$ cat config.mk
export PLATFORM = sky130hd
export DESIGN_NAME = deque_ctrl
export DESIGN_NICKNAME = d
export VERILOG_FILES = /design/src/hdl/deque_pkg.sv /design/src/hdl/deque_ctrl.sv
export VERILOG_INCLUDE_DIRS = /design/src /design/src/hdl
export SDC_FILE = /design/constraint.sdc
export NUM_CORES = 1
export LEC_CHECK = 0
export ABC_AREA = 1
export BUFFER_PORTS_ARGS = -buffer_cell sky130_fd_sc_hd__buf_2
export CAP_MARGIN = 30
export CORE_AREA = 2 2 39 41
export CTS_CLUSTER_SIZE = 8
export DETAILED_ROUTE_END_ITERATION = 10
export DIE_AREA = 0 0 41 43
export SYNTH_ARGS = -nofsm -noshare
export SYNTH_HDL_FRONTEND = slang
export SYNTH_SLANG_ARGS = --single-unit
$ cat constraint.sdc
create_clock -name clk -period 1.7 [get_ports clk]
set_clock_uncertainty 0.1 [all_clocks]
set_input_delay 0 -clock clk [delete_from_list [all_inputs] [get_ports clk]]
set_output_delay 0 -clock clk [all_outputs]
set_load 0.02 [all_outputs]
$ cat src/hdl/double_ended_queue_defines.svh
// Assertion macros shared by the queue modules.
// Each macro expects the signals clk and rst_n in the module that uses it.
`ifndef DOUBLE_ENDED_QUEUE_DEFINES_SVH
`define DOUBLE_ENDED_QUEUE_DEFINES_SVH

// The property must hold at every clock edge out of reset.
`define DQ_ASSERT_ALWAYS(label, prop, msg) \
    label: assert property (@(posedge clk) disable iff (!rst_n) (prop)) else $error(msg);

// When the condition holds, the consequence must hold in the next cycle.
`define DQ_ASSERT_NEXT(label, cond, cons, msg) \
    label: assert property (@(posedge clk) disable iff (!rst_n) (cond) |=> (cons)) \
        else $error(msg);

`endif

$ cat src/hdl/deque_pkg.sv
package deque_pkg;

    // Ring capacity in words.
    localparam int DEPTH = 256;
    localparam int ADDR_W = $clog2(DEPTH);
    localparam int CNT_W = $clog2(DEPTH + 1);
    localparam int WORD_W = 32;
    localparam int CMD_W = 3;
    localparam int OCC_W = 9;

    localparam int SCALE_SHIFT = 10;
    localparam logic signed [WORD_W-1:0] SCALE_LIMIT = 32'sd2097151;
    localparam logic [WORD_W-1:0] WORD_MAX = 32'h7FFF_FFFF;
    localparam logic [WORD_W-1:0] EMPTY_WORD = '1;

    typedef enum logic [CMD_W-1:0] {
        CMD_PUSH_FRONT = 3'd0,
        CMD_PUSH_BACK  = 3'd1,
        CMD_POP_FRONT  = 3'd2,
        CMD_POP_BACK   = 3'd3,
        CMD_CLEAR      = 3'd4,
        CMD_SCALE      = 3'd5
    } cmd_t;

    // What the result register is loaded with.
    typedef enum logic [1:0] {
        RES_PLAIN,
        RES_POP,
        RES_EMPTY,
        RES_FULL
    } res_t;

    // Commands from the controller to the datapath.
    typedef struct packed {
        logic write_front;
        logic write_back;
        logic read_front;
        logic read_back;
        logic clear;
        logic walk_start;
        logic walk_run;
        logic res_load;
        res_t res_kind;
    } dq_ctrl_t;

    // Status from the datapath to the controller.
    typedef struct packed {
        logic empty;
        logic full;
        logic walk_done;
    } dq_stat_t;

    // (base + off) modulo DEPTH, with base below DEPTH and off at most DEPTH.
    function automatic logic [ADDR_W-1:0] ring_add(input logic [ADDR_W-1:0] base,
                                                   input logic [CNT_W-1:0] off);
        logic [CNT_W:0] sum;
        sum = (CNT_W+1)'(base) + (CNT_W+1)'(off);
        if (sum >= (CNT_W+1)'(DEPTH))
        begin
            sum = sum - (CNT_W+1)'(DEPTH);
        end
        return ADDR_W'(sum);
    endfunction

    // Multiply by 1024, saturating large positive words; negatives wrap.
    function automatic logic [WORD_W-1:0] scale_word(input logic [WORD_W-1:0] w);
        logic [WORD_W-1:0] res;
        if ($signed(w) > SCALE_LIMIT)
        begin
            res = WORD_MAX;
        end
        else
        begin
            res = w << SCALE_SHIFT;
        end
        return res;
    endfunction

endpackage

$ cat src/hdl/deque_ctrl.sv
`include "double_ended_queue_defines.svh"

module deque_ctrl
    import deque_pkg::*;
(
    input  logic             clk,
    input  logic             rst_n,
    input  logic             in_valid,
    input  logic [CMD_W-1:0] in_cmd,
    output logic             in_ready,
    output logic             out_valid,
    input  logic             out_ready,
    output dq_ctrl_t         ctrl,
    input  dq_stat_t         stat
);

    typedef enum logic [1:0] {
        ST_IDLE,
        ST_POP_WAIT,
        ST_SCALE
    } state_t;

    state_t state_reg, state_next;
    logic   out_valid_reg, out_valid_next;
    logic   accept;
    logic   out_free;
    logic   pop_taken;
    logic   pop_waiting;

    assign out_free = !out_valid_reg || out_ready;
    assign in_ready = (state_reg == ST_IDLE) && out_free;
    assign accept = in_valid && in_ready;

    always_comb
    begin
        ctrl = '0;
        ctrl.res_kind = RES_PLAIN;
        state_next = state_reg;
        unique case (state_reg)
            ST_IDLE:
            begin
                if (accept)
                begin
                    unique case (in_cmd) inside
                        CMD_PUSH_FRONT, CMD_PUSH_BACK:
                        begin
                            ctrl.res_load = 1'b1;
                            if (stat.full)
                            begin
                                ctrl.res_kind = RES_FULL;
                            end
                            else
                            begin
                                ctrl.write_front = (in_cmd == CMD_PUSH_FRONT);
                                ctrl.write_back = (in_cmd == CMD_PUSH_BACK);
                            end
                        end
                        CMD_POP_FRONT, CMD_POP_BACK:
                        begin
                            if (stat.empty)
                            begin
                                ctrl.res_load = 1'b1;
                                ctrl.res_kind = RES_EMPTY;
                            end
                            else
                            begin
                                ctrl.read_front = (in_cmd == CMD_POP_FRONT);
                                ctrl.read_back = (in_cmd == CMD_POP_BACK);
                                state_next = ST_POP_WAIT;
                            end
                        end
                        CMD_CLEAR:
                        begin
                            ctrl.clear = 1'b1;
                            ctrl.res_load = 1'b1;
                        end
                        CMD_SCALE:
                        begin
                            ctrl.walk_start = 1'b1;
                            state_next = ST_SCALE;
                        end
                        default:
                        begin
                            ctrl.res_load = 1'b1;
                        end
                    endcase
                end
            end
            ST_POP_WAIT:
            begin
                ctrl.res_load = 1'b1;
                ctrl.res_kind = RES_POP;
                state_next = ST_IDLE;
            end
            ST_SCALE:
            begin
                ctrl.walk_run = 1'b1;
                if (stat.walk_done)
                begin
                    ctrl.res_load = 1'b1;
                    state_next = ST_IDLE;
                end
            end
            default:
            begin
                state_next = ST_IDLE;
            end
        endcase
    end

    always_comb
    begin
        if (ctrl.res_load)
        begin
            out_valid_next = 1'b1;
        end
        else if (out_ready)
        begin
            out_valid_next = 1'b0;
        end
        else
        begin
            out_valid_next = out_valid_reg;
        end
    end

    always_ff @(posedge clk or negedge rst_n)
    begin
        if (!rst_n)
        begin
            state_reg <= ST_IDLE;
            out_valid_reg <= 1'b0;
        end
        else
        begin
            state_reg <= state_next;
            out_valid_reg <= out_valid_next;
        end
    end

    assign out_valid = out_valid_reg;

    // A pop that finds data must wait in ST_POP_WAIT for the memory read.
    assign pop_taken = accept && !stat.empty
                       && (in_cmd == CMD_POP_FRONT || in_cmd == CMD_POP_BACK);
    assign pop_waiting = (state_reg == ST_POP_WAIT) && !out_valid_reg;

    `DQ_ASSERT_ALWAYS(a_load_free, !ctrl.res_load || out_free, "result overwrites a waiting item")
    `DQ_ASSERT_NEXT(a_pop_wait, pop_taken, pop_waiting, "pop did not wait for memory data")

endmodule

==> results.md <==
* Hold violation total from the final report at 0
* Post-Syn Area at roughly 350 µm²
* CTS H-tree depth at 1
* Total power at between 500 and 600 µW
* Worst slew pin tran at ~0.21 ns
* Post-synth EDFFs at 0
* CP arrival at roughly 1.4 ns
* DRT Pass-1 Iters at 3
* I/O pins at 22
* Final Setup Violations at 0
* Tcrit/Tclk final at between 80 and 90%
* All-layer global routing usage at approximately an eighth
* Number of synthesized register bits at 3
* CP required at between 1.5 and 2 ns
* Reg2reg path depth at 7
* # Post-CTS Setup Buffers at 0
* First-pass GRT wire length at around 1.5 mm
* Rel. slew slack at a little under nine tenths
* Worst-path fanout max at 10
* Total wire length at 922 µm
* Max VDD drop at between 0.4 and 0.5 mV
* Area grow syn2layout at 52.1%
* Root Buffer: clkbuf_4
* Outcome: finished, final reports clean
* Final Core Density at around two fifths
* RR Startpoint: state_reg[0]
* Worst Setup End Kind: primary output
* Commonest cells post-synth: 10 x nand2_1, 9 x inv_1, 9 x nor2_1, 4 x nor3_1
* Sink Count at 3
* Num rows at 14
* Kind of critical path: register to primary output
* Synth Flop Type: dfrtp_1
* Leakage at between 0.3 and 0.4 nW
* Max-Cap Viols at 0
* Yosys top cell by area: dfrtp_1
* Pwr dens at 1010 mW/mm²
* Final Wtd Congestion at 0.712
* CTS resizes at 0
* Antenna-violating nets left at 0
* Async SR Flop Fraction at 100%
* TritonCTS clock tree: yes
* CTS buffer count at 3
* Grt ovf at 0
* Ys Warns at 0
* Maximum clock frequency at 0.671 GHz
* Crit path from: state_reg[0]
* Unique cell type count in the Yosys netlist at 19
* Setup TNS at 0 ns
* Initial antenna violation count at 0
* Final net count at 96
* Clock transition at the registers of the reported paths at roughly 0.04 ns
* Placed insts at 93
* Number of antenna diodes at 0
* Routed WL per cell at between 9 and 10 µm
* Net count after synthesis at 67
* Clock buffer depth at 2
* CTS Hold Bufs at 4
* DR vias/cell at 4.38
* I/O Buffers at 21
* Insertion delay to the later sink of the worst-skew pair at roughly 0.24 ns
* Worst min path class: input port to register
* Largest net degree at the start of global routing at 11
* Pins Over Slew Limit at 0
* Die Y at 43 µm
* Synth Area per Inst at about 6.2 µm²
* PnR worst setup slack at 0.209 ns
* Crit start category: register
* Vias in the first global route at slightly above 400
* Starting Density at around a quarter
* DRC Markers at 0
* Fin cells at roughly 100
* Max FFs per register at 2
* Core Area at around 0.0014 mm²
* Die width at between 40 and 50 µm
* Initial drt markers at 8
* Cells after Synth at 57
* Count leader, synth: nand2_1
* Final min period at 1.49 ns
* Synth top area cells: dfrtp_1 21%, nand2_1 11%, inv_1 9.6%
* Dpl ws at about 0.45 ns
* Die ar. at 0.00176 mm²
* Reg-to-Reg End: out_valid
* Via count at approximately 440
* Critical Path End: ctrl[8]
* Ratio of cells with drive above 1 in the final layout at between 40% and 50%
* Area fraction of the dominant cell type after synthesis at a little over a fifth
* DP Wirelength at between 700 and 800 µm
* Unrepaired setup endpoints after global routing: no
* Reg2reg setup slack at ~0.52 ns
* Sequential area share after synthesis at between 20% and 30%
## logic make-up after synthesis
family	synth area share (%)
buf+inv	13.8
flops	21.3
compound gates	9.93
simple gates	55.0
## cell type report
class | count | area [µm²]
Timing Repair Buffer | 25 | 145
Inverter | 11 | 41.3
Sequential cell | 3 | 75.1
Fill cell | 160 | 847
Clock buffer | 4 | 26.3
Multi-Input combinational cell | 42 | 229
Tap cell | 16 | 20.0
## how the worst min path moves through the flow
| stage | startpoint | endpoint | depth (start not counted) |
|---|---|---|---|
| detailed placement | rst_n | out_valid | 1 |
| CTS | in_valid | state_reg[1] | 3 |
| floorplan | rst_n | out_valid | 0 |
| global route | in_valid | state_reg[1] | 3 |
| finish | in_valid | state_reg[1] | 3 |
| global placement | rst_n | state_reg[0] | 1 |
## power breakdown
group	total (mW)	internal, mW	switching [mW]
clock network	0.131	0.0884	0.0428
registers	0.107	0.0915	0.0155
logic	0.304	0.106	0.199
## stage by stage
step	cell area (µm²)	hold slack (ns)
6_report	537	0.0320
5_1_grt	537	0.0464
4_1_cts	537	0.0290
3_5_place_dp	470	-0.299
3_3_place_gp	470	-0.303
2_1_floorplan	353	-0.396
## metal layers
metal  wire [µm]  track usage (%)
met5           0                0
met4           0             2.00
met3          75             3.14
met2         419             20.3
met1         426             15.0
## cells in the final DEF, fill, tap and decap left out, drive strengths merged, types with 2 or more instances in the layout
cell,netlist,final
a21oi,3,3
buf,1,21
clkbuf,0,4
dfrtp,3,3
dlygate4sd3,0,4
inv,11,11
nand2,15,15
nand3,4,4
nor2,11,11
nor3,4,4
o21ai,2,2
## critical path: stages, from the launching register on
cell,delay [ns]
dfrtp_1,0.39
inv_2,0.07
nand2_2,0.08
nor2_4,0.14
nand2_4,0.10
nor3b_1,0.18
buf_2,0.19
Power figures use the tool's default switching activity.
